<file path="src/rtl/core/dau_pkg.sv">
// Shared widths, constants, sideband type and arctangent table for the dihedral angle unit.
// No dependencies.
package dau_pkg;

    localparam int COORD_WIDTH     = 24;
    localparam int ANGLE_FRAC_BITS = 16;
    localparam int ANGLE_WIDTH     = ANGLE_FRAC_BITS + 3;
    localparam int LIMIT_WIDTH     = 48;
    localparam logic [LIMIT_WIDTH-1:0] LIMIT_RESET = 48'd28147497671;

    localparam int BOND_WIDTH  = COORD_WIDTH + 1;
    localparam int BPROD_WIDTH = 2 * BOND_WIDTH;
    localparam int NORM_WIDTH  = BPROD_WIDTH + 1;
    localparam int NSPAN_BITS  = $clog2(NORM_WIDTH + 1);

    localparam int SHORT_BITS  = 25;
    localparam int SQ_WIDTH    = 2 * SHORT_BITS;
    localparam int SQSUM_WIDTH = SQ_WIDTH + 2;

    localparam int SPLIT_LO   = 26;
    localparam int SPLIT_HI   = NORM_WIDTH - SPLIT_LO;
    localparam int PH_WIDTH   = SPLIT_HI + BOND_WIDTH;
    localparam int PL_WIDTH   = SPLIT_LO + 1 + BOND_WIDTH;
    localparam int TP_WIDTH   = NORM_WIDTH + BOND_WIDTH + 3;

    localparam int UNIT_WIDTH    = 30;
    localparam int UNIT_SPAN_MAX = UNIT_WIDTH - 1;
    localparam int UPROD_WIDTH   = 2 * UNIT_WIDTH;
    localparam int Q_WIDTH       = UPROD_WIDTH + 2;
    localparam int QSPAN_BITS    = $clog2(Q_WIDTH + 1);

    localparam int RED_WIDTH    = 31;
    localparam int RED_SPAN_MAX = RED_WIDTH - 1;
    localparam int RAD_WIDTH    = 2 * RED_WIDTH;
    localparam int ROOT_WIDTH   = RED_WIDTH;
    localparam int REM_WIDTH    = ROOT_WIDTH + 2;
    localparam int SQRT_CELLS   = ROOT_WIDTH;

    localparam int CORDIC_WIDTH = 34;
    localparam int CORDIC_STEPS = 30;
    localparam int STEP_BITS    = 5;
    localparam int Z_FRAC_BITS  = 30;
    localparam logic signed [CORDIC_WIDTH-1:0] HALF_PI_Q30 = 34'sd1686629713;
    localparam int ROUND_SHIFT  = Z_FRAC_BITS - ANGLE_FRAC_BITS;

    localparam int FRONT_STAGES = 11;
    localparam int SIDE_STAGES  = 6;
    localparam int DAU_LATENCY  = FRONT_STAGES + SQRT_CELLS + 1 + CORDIC_STEPS + 1;
    localparam int ANGLE_MAX    = 205887;

    typedef struct packed {
        logic valid;
        logic flip;
        logic degen;
    } t_side;

    function automatic logic signed [CORDIC_WIDTH-1:0] f_atan(input logic [STEP_BITS-1:0] k);
        case (k)
            5'd0:    f_atan = 34'sd843314857;
            5'd1:    f_atan = 34'sd497837829;
            5'd2:    f_atan = 34'sd263043837;
            5'd3:    f_atan = 34'sd133525159;
            5'd4:    f_atan = 34'sd67021687;
            5'd5:    f_atan = 34'sd33543516;
            5'd6:    f_atan = 34'sd16775851;
            5'd7:    f_atan = 34'sd8388437;
            5'd8:    f_atan = 34'sd4194283;
            5'd9:    f_atan = 34'sd2097149;
            default: f_atan = CORDIC_WIDTH'(34'd1 << (5'd30 - k));
        endcase
    endfunction

endpackage

</file>
<file path="src/rtl/core/dau_cordic_cell.sv">
// One vectoring CORDIC micro-rotation, registered.
// Depends on dau_pkg (widths, arctangent table, sideband type).
module dau_cordic_cell (
    input  logic                                     i_clk,
    input  logic                                     i_rst_n,
    input  logic [dau_pkg::STEP_BITS-1:0]            i_step,
    input  logic signed [dau_pkg::CORDIC_WIDTH-1:0]  i_x,
    input  logic signed [dau_pkg::CORDIC_WIDTH-1:0]  i_y,
    input  logic signed [dau_pkg::CORDIC_WIDTH-1:0]  i_z,
    input  dau_pkg::t_side                           i_side,
    output logic signed [dau_pkg::CORDIC_WIDTH-1:0]  o_x,
    output logic signed [dau_pkg::CORDIC_WIDTH-1:0]  o_y,
    output logic signed [dau_pkg::CORDIC_WIDTH-1:0]  o_z,
    output dau_pkg::t_side                           o_side
);

    logic signed [dau_pkg::CORDIC_WIDTH-1:0] w_dx;
    logic signed [dau_pkg::CORDIC_WIDTH-1:0] w_dy;
    logic signed [dau_pkg::CORDIC_WIDTH-1:0] w_at;
    logic signed [dau_pkg::CORDIC_WIDTH-1:0] n_x;
    logic signed [dau_pkg::CORDIC_WIDTH-1:0] n_y;
    logic signed [dau_pkg::CORDIC_WIDTH-1:0] n_z;

    logic signed [dau_pkg::CORDIC_WIDTH-1:0] r_x;
    logic signed [dau_pkg::CORDIC_WIDTH-1:0] r_y;
    logic signed [dau_pkg::CORDIC_WIDTH-1:0] r_z;
    dau_pkg::t_side                          r_side;

    always_comb begin
        w_dx = i_y >>> i_step;
        w_dy = i_x >>> i_step;
        w_at = dau_pkg::f_atan(i_step);
        if (i_y > 0) begin
            n_x = i_x + w_dx;
            n_y = i_y - w_dy;
            n_z = i_z + w_at;
        end else begin
            n_x = i_x - w_dx;
            n_y = i_y + w_dy;
            n_z = i_z - w_at;
        end
    end

    always_ff @(posedge i_clk) begin
        if (!i_rst_n) begin
            r_side <= '0;
        end else begin
            r_side <= i_side;
        end
    end

    always_ff @(posedge i_clk) begin
        r_x <= n_x;
        r_y <= n_y;
        r_z <= n_z;
    end

    assign o_x    = r_x;
    assign o_y    = r_y;
    assign o_z    = r_z;
    assign o_side = r_side;

endmodule

</file>
<file path="config.mk">
export PLATFORM = sky130hd
export DESIGN_NAME = dau_cordic_cell
export DESIGN_NICKNAME = d
export VERILOG_FILES = /design/src/rtl/core/dau_pkg.sv /design/src/rtl/core/dau_cordic_cell.sv
export SDC_FILE = /design/constraint.sdc
export NUM_CORES = 1
export LEC_CHECK = 0
export BUFFER_PORTS_ARGS = -buffer_cell sky130_fd_sc_hd__buf_4
export CAP_MARGIN = 20
export CORE_ASPECT_RATIO = 1.2
export CORE_UTILIZATION = 40
export DETAILED_ROUTE_END_ITERATION = 8
export HOLD_SLACK_MARGIN = 0.02
export PLACE_DENSITY_LB_ADDON = 0.1
export SYNTH_ARGS = -nofsm -noshare
export SYNTH_HDL_FRONTEND = slang
export SYNTH_SLANG_ARGS = --single-unit
export TNS_END_PERCENT = 100
</file>
<file path="constraint.sdc">
create_clock -name i_clk -period 10.65 [get_ports i_clk]
set_input_delay 1.5975 -clock i_clk [delete_from_list [all_inputs] [get_ports i_clk]]
set_output_delay 1.5975 -clock i_clk [all_outputs]
set_load 0.01 [all_outputs]
</file>
==> qor.csv <==
stage;metric;value;unit
outcome;status;completed;
logic_synthesis;post-synthesis cell area;14500;sq um
routing;Vias;14800;
critical_path;CP Launch Type;input port;
floorplan;IO Pins;217;
global_route;initial antenna violation count;0;
final_layout;most frequent cells in the layout;buf_4, nor2_1, a21oi_1;
power_and_ir_drop;Final Power;0.00238;W
placed_design;Area after DPL;16300;sq um
timing;Final Hold Fails;0;
placed_design;Final HPWL DP;41400;um
final_layout;fin nets;2125;
routing;via/cell ratio;6.20;
routing;Final ANT Viol Nets;0;
clocking;Post-CTS Setup Bufs;0;
floorplan;Site Rows;76;
power_and_ir_drop;Leakage;6.93;nW
timing;unrepaired setup endpoints after global routing;false;
clocking;CTS-repair resized insts;0;
routing;drt wl/cell;22.5;um
floorplan;core area;35800;sq um
routing;Iter 0 DRT Violations;1548;
timing;fin. max-slew vios;0;
logic_synthesis;Seq/Total Area, Yosys;14.5;%
global_route;global route total overflow;0;
critical_path;WS Path Type;in -> reg;
global_route;number of global-route vias before repair;14500;
final_layout;Finished Cell Area;16600;sq um
logic_synthesis;top cell type's share of synthesized area;14.5;%
floorplan;Initial Util;40.5;%
final_layout;share of cells above drive strength 1;21.2;%
logic_synthesis;Area contributors post-synth;dfxtp_1, mux4_2, ha_1;
floorplan;die height;211;um
logic_synthesis;post-synthesis area per instance;8.21;sq um
timing;Slew HR;23.3;%
final_layout;commonest non-fill, non-tap cell in the layout;buf_4;
power_and_ir_drop;PwrDens;143;nW/um^2
logic_synthesis;synth unique cells;92;
critical_path;worst-path fanout max;80;
clocking;TritonCTS Buffers;9;
logic_synthesis;number of synthesized flops with an enable pin;0;
routing;WL final;53500;um
clocking;total clock sinks;105;
job;max-cap viol count;0;
placed_design;Port Buffers;216;
logic_synthesis;syn nets;1985;
critical_path;WP data required;10.93;ns
final_layout;P&R area growth vs syn;14.2;%
timing;actual slew at the worst max-slew pin;1.14;ns
timing;Final setup viols;0;
logic_synthesis;#FFs+latches synth;105;
global_route;largest net degree at the start of global routing;81;
timing;total negative slack;0;ns
routing;residual DRC count;0;
logic_synthesis;leading area contributor after synthesis;dfxtp_1;
final_layout;Ant. Diodes;0;
hold_path;worst hold path type;in -> reg;
logic_synthesis;FFs w/ async S/R, synth;0;%
global_route;global-route wire length before repair;82500;um
timing;Final min period;7.88;ns
clocking;cts hold-fix bufs;0;
floorplan;die width;176;um
placed_design;RePlAce Congestion;0.967;
floorplan;Die ar.;37100;sq um
critical_path;CP Data Arrival Time;8.16;ns
critical_path;CP Capture Type;flip-flop;
clocking;Worst-path clk slew;0.07;ns
global_route;GR Util All Layers;29.0;%
logic_synthesis;Synth Instances;1768;
power_and_ir_drop;Max IR drop VDD;0.0944;mV
routing;Initial DRT Pass Iterations;6;
timing;Max Freq;127;MHz
logic_synthesis;Main synth FF type;dfxtp_1;
timing;final period utilization;74.0;%
clocking;clock buffer depth;2;
logic_synthesis;Ys Warns;0;
clocking;CTS tree;built;
clocking;H-tree depth;3;
clocking;clk root buf;clkbuf_16;
## critical path: stages
cell and delay [ns]:
buf_4 0.74, buf_4 0.58, mux4_2 0.42, mux2_2 0.34, mux4_2 0.53, nand3b_4 0.19
nor3_4 0.25, nand4_2 0.23, nor2_4 0.31, a41o_1 0.27, nand2_1 0.10, o21ai_0 0.13
ha_1 0.33, a21o_1 0.19, a21o_1 0.17, a21oi_1 0.16, o21ai_0 0.14, a31oi_1 0.23
a2bb2oi_1 0.22, o311ai_0 0.29, a31o_2 0.33, a211oi_1 0.23, nor3_1 0.08
## cell families after synthesis
kind of cell	after synthesis	synth area share, %
DFF	105	14.5
AOI/OAI and AO/OA	548	24.5
buffers and inverters	155	5.30
adders and majority gates	105	9.21
and+or+nand+nor	545	18.7
muxes	154	18.4
xor gates and xnor gates	156	9.41
## worst paths after layout
check             cells after the start      start   endpoint  slack (ns)
setup / recovery                     23  i_step[1]    o_x[31]        2.77
hold / removal                        2  i_side[2]  o_side[2]        1.41
## layer usage
metal | up-vias | track usage [%] | routed length (um)
met5 | - | 0 | 0
met4 | 0 | 16.2 | 2910
met3 | 162 | 4.16 | 3660
met2 | 720 | 50.3 | 26200
met1 | 6966 | 34.3 | 20800
li1 | 6923 | - | -
## through the flow
stage          hold WS (ns)  setup slack [ns]  utilization, %  std cells
2_1_floorplan          1.72              3.81               -       1768
3_3_place_gp           1.81              2.46            45.4       2365
3_5_place_dp           1.81              2.47            45.4       2365
4_1_cts                1.40              2.88            46.2       2381
5_1_grt                1.40              2.26            46.2       2381
6_report               1.41              2.77            46.2       2381
## where the power goes
group	internal, W	switching [W]
logic	0.000661	0.000771
clock network	0.000167	0.000174
registers	0.000558	0.0000459
## registers in the layout (all words and copies together) (netlist names)
signal / count
o_side: 3
o_x: 34
o_y: 34
o_z: 34
## synthesized netlist by cell type, types with 18 or more instances
library cell,count
nor2b_1,35
a211oi_1,20
o21a_1,29
clkbuf_1,55
dfxtp_1,105
buf_2,18
ha_1,102
o22ai_1,23
inv_1,47
a21o_1,50
and2_1,18
a21oi_1,140
o21ai_0,116
nor3_1,40
xnor2_1,98
o211ai_1,21
nor2_1,151
nand2_1,136
nand3_1,41
nand2b_1,21
mux2i_1,37
mux2_2,29
mux4_2,83
xor2_1,58
a31oi_1,22
## layout make-up
| type | count | area [sq um] |
|---|---|---|
| Timing Repair Buffer | 235 | 1760 |
| Inverter | 49 | 184 |
| Sequential cell | 105 | 2100 |
| Tap cell | 468 | 586 |
| Clock buffer | 10 | 239 |
| Fill cell | 3621 | 19300 |
| Clock inverter | 6 | 48.8 |
| Multi-Input combinational cell | 1508 | 11700 |
Note: power is estimated with default switching activity, not from simulation.
