$ cat src/rtl/core/dau_pkg.sv
// Shared widths, constants, sideband type and arctangent table for the dihedral angle unit.
// No dependencies.
package dau_pkg;

    localparam int COORD_WIDTH     = 24;
    localparam int ANGLE_FRAC_BITS = 16;
    localparam int ANGLE_WIDTH     = ANGLE_FRAC_BITS + 3;
    localparam int LIMIT_WIDTH     = 48;
    localparam logic [LIMIT_WIDTH-1:0] LIMIT_RESET = 48'd28147497671;

    localparam int BOND_WIDTH  = COORD_WIDTH + 1;
    localparam int BPROD_WIDTH = 2 * BOND_WIDTH;
    localparam int NORM_WIDTH  = BPROD_WIDTH + 1;
    localparam int NSPAN_BITS  = $clog2(NORM_WIDTH + 1);

    localparam int SHORT_BITS  = 25;
    localparam int SQ_WIDTH    = 2 * SHORT_BITS;
    localparam int SQSUM_WIDTH = SQ_WIDTH + 2;

    localparam int SPLIT_LO   = 26;
    localparam int SPLIT_HI   = NORM_WIDTH - SPLIT_LO;
    localparam int PH_WIDTH   = SPLIT_HI + BOND_WIDTH;
    localparam int PL_WIDTH   = SPLIT_LO + 1 + BOND_WIDTH;
    localparam int TP_WIDTH   = NORM_WIDTH + BOND_WIDTH + 3;

    localparam int UNIT_WIDTH    = 30;
    localparam int UNIT_SPAN_MAX = UNIT_WIDTH - 1;
    localparam int UPROD_WIDTH   = 2 * UNIT_WIDTH;
    localparam int Q_WIDTH       = UPROD_WIDTH + 2;
    localparam int QSPAN_BITS    = $clog2(Q_WIDTH + 1);

    localparam int RED_WIDTH    = 31;
    localparam int RED_SPAN_MAX = RED_WIDTH - 1;
    localparam int RAD_WIDTH    = 2 * RED_WIDTH;
    localparam int ROOT_WIDTH   = RED_WIDTH;
    localparam int REM_WIDTH    = ROOT_WIDTH + 2;
    localparam int SQRT_CELLS   = ROOT_WIDTH;

    localparam int CORDIC_WIDTH = 34;
    localparam int CORDIC_STEPS = 30;
    localparam int STEP_BITS    = 5;
    localparam int Z_FRAC_BITS  = 30;
    localparam logic signed [CORDIC_WIDTH-1:0] HALF_PI_Q30 = 34'sd1686629713;
    localparam int ROUND_SHIFT  = Z_FRAC_BITS - ANGLE_FRAC_BITS;

    localparam int FRONT_STAGES = 11;
    localparam int SIDE_STAGES  = 6;
    localparam int DAU_LATENCY  = FRONT_STAGES + SQRT_CELLS + 1 + CORDIC_STEPS + 1;
    localparam int ANGLE_MAX    = 205887;

    typedef struct packed {
        logic valid;
        logic flip;
        logic degen;
    } t_side;

    function automatic logic signed [CORDIC_WIDTH-1:0] f_atan(input logic [STEP_BITS-1:0] k);
        case (k)
            5'd0:    f_atan = 34'sd843314857;
            5'd1:    f_atan = 34'sd497837829;
            5'd2:    f_atan = 34'sd263043837;
            5'd3:    f_atan = 34'sd133525159;
            5'd4:    f_atan = 34'sd67021687;
            5'd5:    f_atan = 34'sd33543516;
            5'd6:    f_atan = 34'sd16775851;
            5'd7:    f_atan = 34'sd8388437;
            5'd8:    f_atan = 34'sd4194283;
            5'd9:    f_atan = 34'sd2097149;
            default: f_atan = CORDIC_WIDTH'(34'd1 << (5'd30 - k));
        endcase
    endfunction

endpackage

$ cat src/rtl/core/dau_sqrt_cell.sv
// One digit cell of the pipelined integer square root: one root bit per word.
// Depends on dau_pkg.
module dau_sqrt_cell (
    input  logic                                   i_clk,
    input  logic                                   i_rst_n,
    input  logic [dau_pkg::REM_WIDTH-1:0]          i_rem,
    input  logic [dau_pkg::ROOT_WIDTH-1:0]         i_root,
    input  logic [dau_pkg::RAD_WIDTH-1:0]          i_rad,
    input  logic signed [dau_pkg::RED_WIDTH-1:0]   i_x,
    input  dau_pkg::t_side                         i_side,
    output logic [dau_pkg::REM_WIDTH-1:0]          o_rem,
    output logic [dau_pkg::ROOT_WIDTH-1:0]         o_root,
    output logic [dau_pkg::RAD_WIDTH-1:0]          o_rad,
    output logic signed [dau_pkg::RED_WIDTH-1:0]   o_x,
    output dau_pkg::t_side                         o_side
);

    logic [dau_pkg::REM_WIDTH+1:0] w_rem2;
    logic [dau_pkg::REM_WIDTH+1:0] w_trial;
    logic [dau_pkg::REM_WIDTH+1:0] w_diff;
    logic                          w_ge;
    logic [dau_pkg::REM_WIDTH-1:0] n_rem;
    logic [dau_pkg::ROOT_WIDTH-1:0] n_root;

    logic [dau_pkg::REM_WIDTH-1:0]         r_rem;
    logic [dau_pkg::ROOT_WIDTH-1:0]        r_root;
    logic [dau_pkg::RAD_WIDTH-1:0]         r_rad;
    logic signed [dau_pkg::RED_WIDTH-1:0]  r_x;
    dau_pkg::t_side                        r_side;

    always_comb begin
        w_rem2  = {i_rem, i_rad[dau_pkg::RAD_WIDTH-1 -: 2]};
        w_trial = {2'b00, i_root, 2'b01};
        w_diff  = w_rem2 - w_trial;
        w_ge    = (w_rem2 >= w_trial);
        n_rem   = w_ge ? w_diff[dau_pkg::REM_WIDTH-1:0] : w_rem2[dau_pkg::REM_WIDTH-1:0];
        n_root  = {i_root[dau_pkg::ROOT_WIDTH-2:0], w_ge};
    end

    always_ff @(posedge i_clk) begin
        if (!i_rst_n) begin
            r_side <= '0;
        end else begin
            r_side <= i_side;
        end
    end

    always_ff @(posedge i_clk) begin
        r_rem  <= n_rem;
        r_root <= n_root;
        r_rad  <= {i_rad[dau_pkg::RAD_WIDTH-3:0], 2'b00};
        r_x    <= i_x;
    end

    assign o_rem  = r_rem;
    assign o_root = r_root;
    assign o_rad  = r_rad;
    assign o_x    = r_x;
    assign o_side = r_side;

endmodule

$ cat config.mk
export PLATFORM = sky130hd
export DESIGN_NAME = dau_sqrt_cell
export DESIGN_NICKNAME = d
export VERILOG_FILES = /design/src/rtl/core/dau_pkg.sv /design/src/rtl/core/dau_sqrt_cell.sv
export SDC_FILE = /design/constraint.sdc
export NUM_CORES = 1
export LEC_CHECK = 0
export BUFFER_PORTS_ARGS = -buffer_cell sky130_fd_sc_hd__buf_4
export CORE_AREA = 2 2 125 127
export CTS_CLUSTER_DIAMETER = 200
export CTS_CLUSTER_SIZE = 28
export DETAILED_ROUTE_END_ITERATION = 10
export DIE_AREA = 0 0 127 129
export PLACE_DENSITY = 0.68
export SLEW_MARGIN = 25
export SYNTH_ARGS = -nofsm -noshare
export SYNTH_HDL_FRONTEND = slang
export SYNTH_SLANG_ARGS = --single-unit
$ cat constraint.sdc
create_clock -name i_clk -period 2.8 [get_ports i_clk]
set_input_delay 0.14 -clock i_clk [delete_from_list [all_inputs] [get_ports i_clk]]
set_output_delay 0.14 -clock i_clk [all_outputs]
set_load 0.05 [all_outputs]
==> metrics.md, run 1 <==
| Metric | Value |
|---|---|
| P&R area growth vs syn | `93.0%` |
| I/O Pins | `322` |
| Clock buffer depth | `2` |
| Max FO, Critical Path | `22` |
| # Post-CTS Setup Buffers | `0` |
| Multiplexer share of the synthesized area | `0.614%` |
| Leakage Power | `4.94 nW` |
| Max Used Layer | `met5` |
| Simple logic cell fraction of the synthesized area | `8.90%` |
| Routed vias/inst | `4.55` |
| Final #Nets | `1,179` |
| Worst Hold Class | `input pin to flip-flop` |
| Inserted Clock Buffers | `17` |
| Synth top area share | `59.7%` |
| Met2 Wirelength | `10.8 mm` |
| Final setup vio count | `0` |
| Syn avg cell area | `10.8 um2` |
| Worst setup path class | `input pin to flip-flop` |
| PD cells | `681 mW/mm2` |
| Adder and majority gate portion of the synthesized area | `7.79%` |
| Starting density of the core | `35.4%` |
| Post-synth top cells | `dfxtp_1, nand2_1, inv_1, o21ai_0, ha_1` |
| Yosys top cell by area | `dfxtp_1` |
| Overall Power | `6.96 mW` |
| Final Wtd Congestion | `0.804` |
| Global route overflow | `0` |
| Post-synth ARST share | `0%` |
| Max cap viols | `0` |
| CTS clk-pin slew, worst paths | `0.07 ns` |
| DR iter-0 viols | `251` |
| Initial antenna violation count | `3` |
| DR vias | `5,412` |
| Met3 wire length | `1.50 mm` |
| Data arrival, critical path | `3.02 ns` |
| Final Hold Violating Endpoints | `0` |
| Seq/Total Area, Yosys | `59.7%` |
| Cell variety after synth | `52` |
| Die width | `127 um` |
| Max Clk Rate | `0.368 GHz` |
| Finished Cell Area | `0.0102 mm2` |
| Hold Crit Start | `i_rem[32]` |
| CTS HTree Levels | `4` |
| Drt drc | `0` |
| XOR/XNOR Fraction of Synth Area | `4.79%` |
| Status | `complete, no violations` |
| Register bit total from synthesis | `158` |
| Syn Inst Count | `492` |
| CTS root buf | `clkbuf_16` |
| Pin count of the biggest net entering global routing | `33` |
| Routed length per instance | `18.3 um` |
| Number of synthesized flops with an enable pin | `0` |
| PortBufs | `319` |
| Critical path origin | `i_root[14]` |
| Startpoint Class | `input pin` |
| Area after DPL | `0.00793 mm2` |
| Fill count | `1,032` |
| Setup TNS | `0 ns` |
| TritonRoute pass-1 iters | `6` |
| Max Slew Vio Count | `0` |
| FP Rows | `45` |
| Required time worst endpoint | `3.11 ns` |
| Min cycle time layout | `2.71 ns` |
| Clock Sinks | `158` |
| CP endpoint | `o_rem[25]` |
| Post-Syn Area | `0.00530 mm2` |
| Critical path capture point type | `flip-flop` |
| Peak supply drop | `0.481 mV` |
| Share of post-route cells with drive strength above 1 | `37.9%` |
| First-pass GRT wire length | `32.0 mm` |
| Ys Warns | `0` |
| Post-Route WL | `21.7 mm` |
| Die area | `0.0164 mm2` |
| Count leader, synth | `dfxtp_1` |
| HPWL Detailed | `14.1 mm` |
| DRT antenna net count | `0` |
| CTS tree | `yes` |
| Tot GR Track Use | `25.8%` |
| Met1 WL | `8.46 mm` |
| Number of global-route vias before repair | `5,618` |
| Largest family of logic cells by synthesized area | `compound AO/OA/AOI/OAI gates` |
| Main synth FF type | `dfxtp_1` |
| Final period util | `96.9%` |
| Die height | `129 um` |
| Core area | `0.0150 mm2` |
| Compound-cell area share of the yosys netlist | `13.7%` |
| Ranking of synthesized cells by area | `dfxtp_1, ha_1, nand2_1` |
## worst max-delay path: stages
cell           delay [ns]
dlygate4sd3_1        0.53
buf_4                0.10
inv_1                0.04
ha_1                 0.36
a21oi_2              0.19
nor2_1               0.05
a211o_1              0.29
a41o_1               0.28
a21oi_4              0.17
o21ai_4              0.10
a41oi_4              0.23
buf_12               0.20
inv_2                0.05
mux2_1               0.30
## area by class of cell
class,count,area [um2],share of cell area (%)
Clock inverter,15,195,1.91
Multi-Input combinational cell,283,1990,19.4
Inverter,38,143,1.39
Timing Repair Buffer,486,4070,39.8
Antenna cell,4,10.0,0.0979
Tap cell,188,235,2.30
Clock buffer,17,425,4.16
Sequential cell,158,3160,30.9
## state kept, by name, summed over array words and instances (netlist names)
register	cells
o_side	3
o_x	31
o_root	31
o_rem	33
o_rad	60
## power by group
group          switching (mW)  leakage, nW  internal (mW)
clock network            1.04        0.309           1.44
registers              0.0646         1.33           2.45
logic                    1.22         3.30          0.756
total                    2.32         4.94           4.64
## how the worst min path moves through the flow
stage	to	depth (start not counted)
finish	o_rem[31]	4
global route	o_rem[1]	3
CTS	o_rem[31]	3
detailed placement	o_x[2]	1
global placement	o_x[20]	1
floorplan	o_rad[10]	0
## timing repair
item                                   CTS  global route
endpoints found under the hold margin  155             0
gates resized for setup                  0            19
hold buffers                           158             0
setup endpoints to repair                0             9
## cell usage in the layout, fill, tap and decap left out, types with 16 or more instances in the layout
master / instances
buf_4: 326
dlygate4sd3_1: 158
dfxtp_1: 158
nand2_1: 57
inv_1: 37
ha_1: 31
o21ai_0: 30
a21oi_1: 21
clkbuf_16: 17
a21o_1: 16
## cell families (layout without fill, tap and decap cells)
family | count (synthesis) | count (layout)
xor+xnor | 29 | 29
fa+ha+maj | 33 | 33
mux | 3 | 3
compound gates | 111 | 111
simple gates | 105 | 105
other cells | 1 | 6
buf+inv | 52 | 556
flops | 158 | 158
## per-layer routing
| metal | track usage, % | up-vias |
|---|---|---|
| li1 | - | 2643 |
| met1 | 29.1 | 2480 |
| met2 | 45.1 | 228 |
| met3 | 8.15 | 59 |
| met4 | 11.1 | 2 |
| met5 | 0 | - |
## metrics by stage
step	utilization, %	setup WS [ns]	cells	hold slack, ns
2_1_floorplan	-	0.426	493	0.168
3_3_place_gp	53.0	0.177	995	0.245
3_5_place_dp	53.0	0.107	995	0.245
4_1_cts	67.7	0.0375	1185	0.0584
5_1_grt	68.2	-0.0166	1187	0.100
6_report	68.3	0.0859	1189	0.0558
No activity file was read; power rests on OpenSTA's default activity.
==> run 2: changes to the inputs <==
Settings changed: MAX_ROUTING_LAYER set to met4.
==> run 2 against run 1 <==
  * Critical path depth is the same
  * Setup slack gained 0.0052 ns
  * Via count grew 0.26%
  * Combinational power is essentially flat
  * Non-clock buffer count is the same
  * Routed wire length grew 0.19%
  * Final area is the same
  * Critical endpoint unchanged
  * Flip-flop and latch count is the same
  * Maximum frequency grew 0.19%
  * Utilization is the same
==> metrics.md, run 2 (synthesized netlist as in run 1, its figures left out) <==
| Metric | Value |
|---|---|
| CTS clk-pin slew, worst paths | `0.07 ns` |
| Place WS | `0.107 ns` |
| Final Hold Violating Endpoints | `0` |
| Max Slew Vio Count | `0` |
| Max FFs per register | `60` |
| Critical path origin | `i_root[14]` |
| # Post-CTS Setup Buffers | `0` |
| Worst Hold Class | `input pin to flip-flop` |
| Int Power | `4.64 mW` |
| Crit-path slowest cell | `dlygate4sd3_1` |
| Die width | `127 um` |
| Cell family with most CP delay | `compound AO/OA/AOI/OAI gates` |
| Max cap viols | `0` |
| Routed vias/inst | `4.56` |
| Gate power share | `28.4%` |
| Clock power frac | `35.5%` |
| Routed length per instance | `18.3 um` |
| Die height | `129 um` |
| PD cells | `681 mW/mm2` |
| Startpoint Class | `input pin` |
| Pin count of the biggest net entering global routing | `33` |
| CTS tree | `yes` |
| Die area | `0.0164 mm2` |
| DRT antenna net count | `0` |
| Final period util | `96.7%` |
| CTS HTree Levels | `4` |
| PortBufs | `319` |
| Critical Path Max Stage Delay | `0.53 ns` |
| Sw Share | `33.3%` |
| Peak supply drop | `0.477 mV` |
| Share of post-route cells with drive strength above 1 | `37.9%` |
| Status | `complete, no violations` |
| Sum of buffers and inverters on the critical path | `5` |
| Min cycle time layout | `2.71 ns` |
| Overall Power | `6.96 mW` |
| DR vias | `5,426` |
| Initial antenna violation count | `3` |
| Post-Route WL | `21.8 mm` |
| Global route overflow | `0` |
| Final Core Density | `68.3%` |
| Most frequent cells in the layout | `buf_4, dlygate4sd3_1, dfxtp_1, nand2_1, inv_1` |
| Most common cell after layout, fill and taps aside | `buf_4` |
| Hold Slack | `0.0557 ns` |
| Number of global-route vias before repair | `5,622` |
| Max Clk Rate | `0.369 GHz` |
| TritonRoute pass-1 iters | `6` |
| Starting density of the core | `35.4%` |
| Core area | `0.0150 mm2` |
| Final setup vio count | `0` |
| P&R area growth vs syn | `93.0%` |
| First-pass GRT wire length | `31.9 mm` |
| Drt drc | `0` |
| Final #Nets | `1,179` |
| Required time worst endpoint | `3.11 ns` |
| Worst setup path class | `input pin to flip-flop` |
| Inserted Clock Buffers | `17` |
| Final Wtd Congestion | `0.816` |
| Leakage Power | `4.94 nW` |
| HPWL Detailed | `14.1 mm` |
| Data arrival, critical path | `3.02 ns` |
| Post-route setup slack | `0.0911 ns` |
| Critical path capture point type | `flip-flop` |
| Critical path, cell by cell | `dlygate4sd3_1 -> buf_4 -> inv_1 -> ha_1 -> a21oi_2 -> nor2_1 -> a211o_1 -> a41o_1 -> a21oi_4 -> o21ai_4 -> a41oi_4 -> buf_12 -> inv_2 -> mux2_1` |
| Hold Crit Start | `i_rem[32]` |
| Tot GR Track Use | `26.6%` |
| I/O Pins | `322` |
| Max FO, Critical Path | `22` |
| Clock buffer depth | `2` |
| FP Rows | `45` |
| Clock Sinks | `158` |
| Sequential group share of total power | `36.1%` |
| CTS root buf | `clkbuf_16` |
| Net Switching | `2.32 mW` |
| DR iter-0 viols | `273` |
==> run 2: timing repair <==
item / in CTS / in global routing
hold endpoints to repair: 155 / 0
endpoints found under the setup margin: 0 / 9
hold buffers: 158 / 0
gates resized for setup: 0 / 19
==> run 2: final cells by class <==
class / count / area (um2)
diodes: 4 / 10.0
clock buffers: 17 / 425
clock inverters: 15 / 195
fillers: 1033 / 4750
inverters: 38 / 143
multi-input cells: 283 / 1990
flip-flops and latches: 158 / 3160
well taps: 188 / 235
repair buffers: 486 / 4070
==> run 2: power by group through the flow <==
| stage | Combinational [mW] | Clock, mW | Sequential (mW) |
|---|---|---|---|
| floorplan | 0.398 | 0 | 3.26 |
| global placement | 1.73 | 0 | 2.55 |
| detailed placement | 1.74 | 0 | 2.55 |
| CTS | 1.93 | 2.50 | 2.51 |
| global route | 2.07 | 2.60 | 2.53 |
| finish | 1.98 | 2.47 | 2.51 |
==> run 2: final timing paths <==
| path | to | cells past startpoint |
|---|---|---|
| max | o_rem[25] | 14 |
| min | o_rem[31] | 4 |
==> run 2: routing by layer <==
layer  vias to the layer above  GRT usage, %  share of wire, %
met5                         -             -                 0
met3                        60          7.53               6.8
met2                       238          45.0                50
met4                         0          12.2               4.5
li1                       2640             -                 -
met1                      2488          29.3                39
==> run 2: metrics by stage <==
stage                     TNS [ns]  instances  cell area, um2
after floorplan                  0        493            5300
after global placement           0        995            7930
after detailed placement         0        995            7930
after CTS                        0       1185           10100
after global routing       -0.0201       1188           10200
final                            0       1189           10200
==> run 3: changes to the inputs <==
Settings changed: HOLD_SLACK_MARGIN set to 0.08, SETUP_SLACK_MARGIN set to 0.3.
==> run 3 against run 2 <==
  * Critical path depth down 2
  * Count of clock-buffer cells in the layout unchanged
  * Highest routed layer unchanged
  * Power shrank 0.51%
  * Sequential share of layout area is essentially flat
  * Routed wire length is 0.48% lower
  * Global-route usage grew 0.16 points
  * Critical path type unchanged
  * Clock power barely moved
  * Final area is 0.16% lower
  * Maximum frequency rose by 15%
==> metrics.md, run 3 (synthesized netlist as in run 1, its figures left out) <==
| Metric | Value |
|---|---|
| Max FFs per register | `60` |
| DR vias | `5,490` |
| DRT antenna net count | `0` |
| Core area | `0.0150 mm2` |
| Sum of buffers and inverters on the critical path | `5` |
| I/O Pins | `322` |
| Final #Nets | `1,182` |
| Critical path, cell by cell | `dlygate4sd3_1 -> buf_4 -> inv_1 -> ha_2 -> a21o_1 -> a21o_1 -> a21oi_1 -> o21ai_2 -> a41oi_4 -> buf_12 -> inv_2 -> mux2_1` |
| CTS clk-pin slew, worst paths | `0.06 ns` |
| Net Switching | `2.28 mW` |
| Hold Slack | `0.164 ns` |
| Share of post-route cells with drive strength above 1 | `37.5%` |
| Cell family with most CP delay | `buffers and inverters` |
| Critical path capture point type | `flip-flop` |
| Drt drc | `0` |
| Number of global-route vias before repair | `5,703` |
| HPWL Detailed | `14.1 mm` |
| TritonRoute pass-1 iters | `8` |
| Post-Route WL | `21.7 mm` |
| # Post-CTS Setup Buffers | `0` |
| Crit-path slowest cell | `dlygate4sd3_1` |
| Required time worst endpoint | `3.11 ns` |
| Clock Sinks | `158` |
| DR iter-0 viols | `262` |
| Die area | `0.0164 mm2` |
| Ant. Diodes | `0` |
| CTS root buf | `clkbuf_16` |
| P&R area growth vs syn | `92.7%` |
| Status | `complete, no violations` |
| Initial antenna violation count | `0` |
| Final period util | `84.2%` |
| Peak supply drop | `0.480 mV` |
| Worst setup path class | `input pin to flip-flop` |
| PortBufs | `319` |
| Int Power | `4.64 mW` |
| Multi-input gate area | `0.00195 mm2` |
| Clock buffer depth | `2` |
| Final setup vio count | `0` |
| First-pass GRT wire length | `32.1 mm` |
| Sequential group share of total power | `36.3%` |
| Setup TNS | `0 ns` |
| Routed vias/inst | `4.62` |
| Slew headroom | `62.6%` |
| Inserted Clock Buffers | `17` |
| Min cycle time layout | `2.36 ns` |
| PD cells | `678 mW/mm2` |
| Max FO, Critical Path | `22` |
| Most used cell, CP | `a21o_1` |
| Most common cell after layout, fill and taps aside | `buf_4` |
| Worst Hold Class | `input pin to flip-flop` |
| Pin count of the biggest net entering global routing | `33` |
| Most frequent cells in the layout | `buf_4, dlygate4sd3_1, dfxtp_1, nand2_1, inv_1` |
| Die width | `127 um` |
| Final Wtd Congestion | `0.816` |
| FP Rows | `45` |
| Fill count | `1,076` |
| Leakage Power | `4.94 nW` |
| Die height | `129 um` |
| Sequential Area | `0.00316 mm2` |
| Global route overflow | `0` |
| Final Hold Violating Endpoints | `0` |
| Startpoint Class | `input pin` |
| Critical Path Max Stage Delay | `0.54 ns` |
| Worst Tran Pin Value | `0.559 ns` |
| Max Clk Rate | `0.424 GHz` |
| Starting density of the core | `35.4%` |
| Routed length per instance | `18.2 um` |
| Clock power frac | `35.4%` |
| Gate power share | `28.4%` |
| Sw Share | `33.0%` |
| Max cap viols | `0` |
| RSZ-0062 raised after global routing | `false` |
| CTS HTree Levels | `4` |
| CTS tree | `yes` |
| Tot GR Track Use | `26.8%` |
| Max Slew Vio Count | `0` |
| Data arrival, critical path | `2.67 ns` |
run 3: cell types whose count changed in the layout (fill, tap and decap cells not counted), moves of 2 or more:
cell	change
o21ai_0	+4
diode_2	-4
ha_1	-2
nand2_1	-3
o21ai_1	-2
dlygate4sd3_1	+3
a21oi_1	+3
nand2_2	+3
a21oi_2	-2
run 3: per-layer routing:
layer / global-route usage, % / vias up / wire (um)
met4: 11.2 / 0 / 954
li1: - / 2645 / -
met2: 45.1 / 251 / 10700
met5: - / - / 0
met3: 8.36 / 49 / 1480
met1: 29.5 / 2545 / 8530
run 3: repair_timing:
action | 4_1_cts | 5_1_grt
hold buffers | 161 | 0
endpoints found under the setup margin | 0 | 8
endpoints found under the hold margin | 157 | 0
gates resized for setup | 0 | 11
run 3: power groups by stage:
stage / registers, mW / clock network (mW) / logic, mW
floorplan: 3.26 / 0 / 0.398
global placement: 2.55 / 0 / 1.73
detailed placement: 2.55 / 0 / 1.74
CTS: 2.51 / 2.50 / 1.93
global route: 2.53 / 2.61 / 2.06
finish: 2.51 / 2.45 / 1.96
run 3: final timing paths:
kind,from,to,slack (ns),cells past startpoint
worst min-delay path,i_rad[60],o_rem[1],0.16,4
worst max-delay path,i_root[26],o_rem[25],0.44,12
run 3: final cells by class:
| type | count | area share [%] |
|---|---|---|
| repair buffers | 489 | 40.1 |
| flip-flops and latches | 158 | 31.0 |
| multi-input cells | 283 | 19.1 |
| inverters | 38 | 1.40 |
| clock buffers | 17 | 4.17 |
| well taps | 188 | 2.30 |
| clock inverters | 15 | 1.91 |
run 3: per-stage QoR:
step	instance area (um2)	total power, mW	std cells	setup slack [ns]	util (%)
after global routing	10200	7.20	1188	0.327	68.2
after detailed placement	7930	4.29	995	0.107	53.0
after CTS	10200	6.94	1188	0.355	67.9
after global placement	7930	4.28	995	0.177	53.0
final	10200	6.93	1188	0.443	68.2
after floorplan	5300	3.66	493	0.426	-
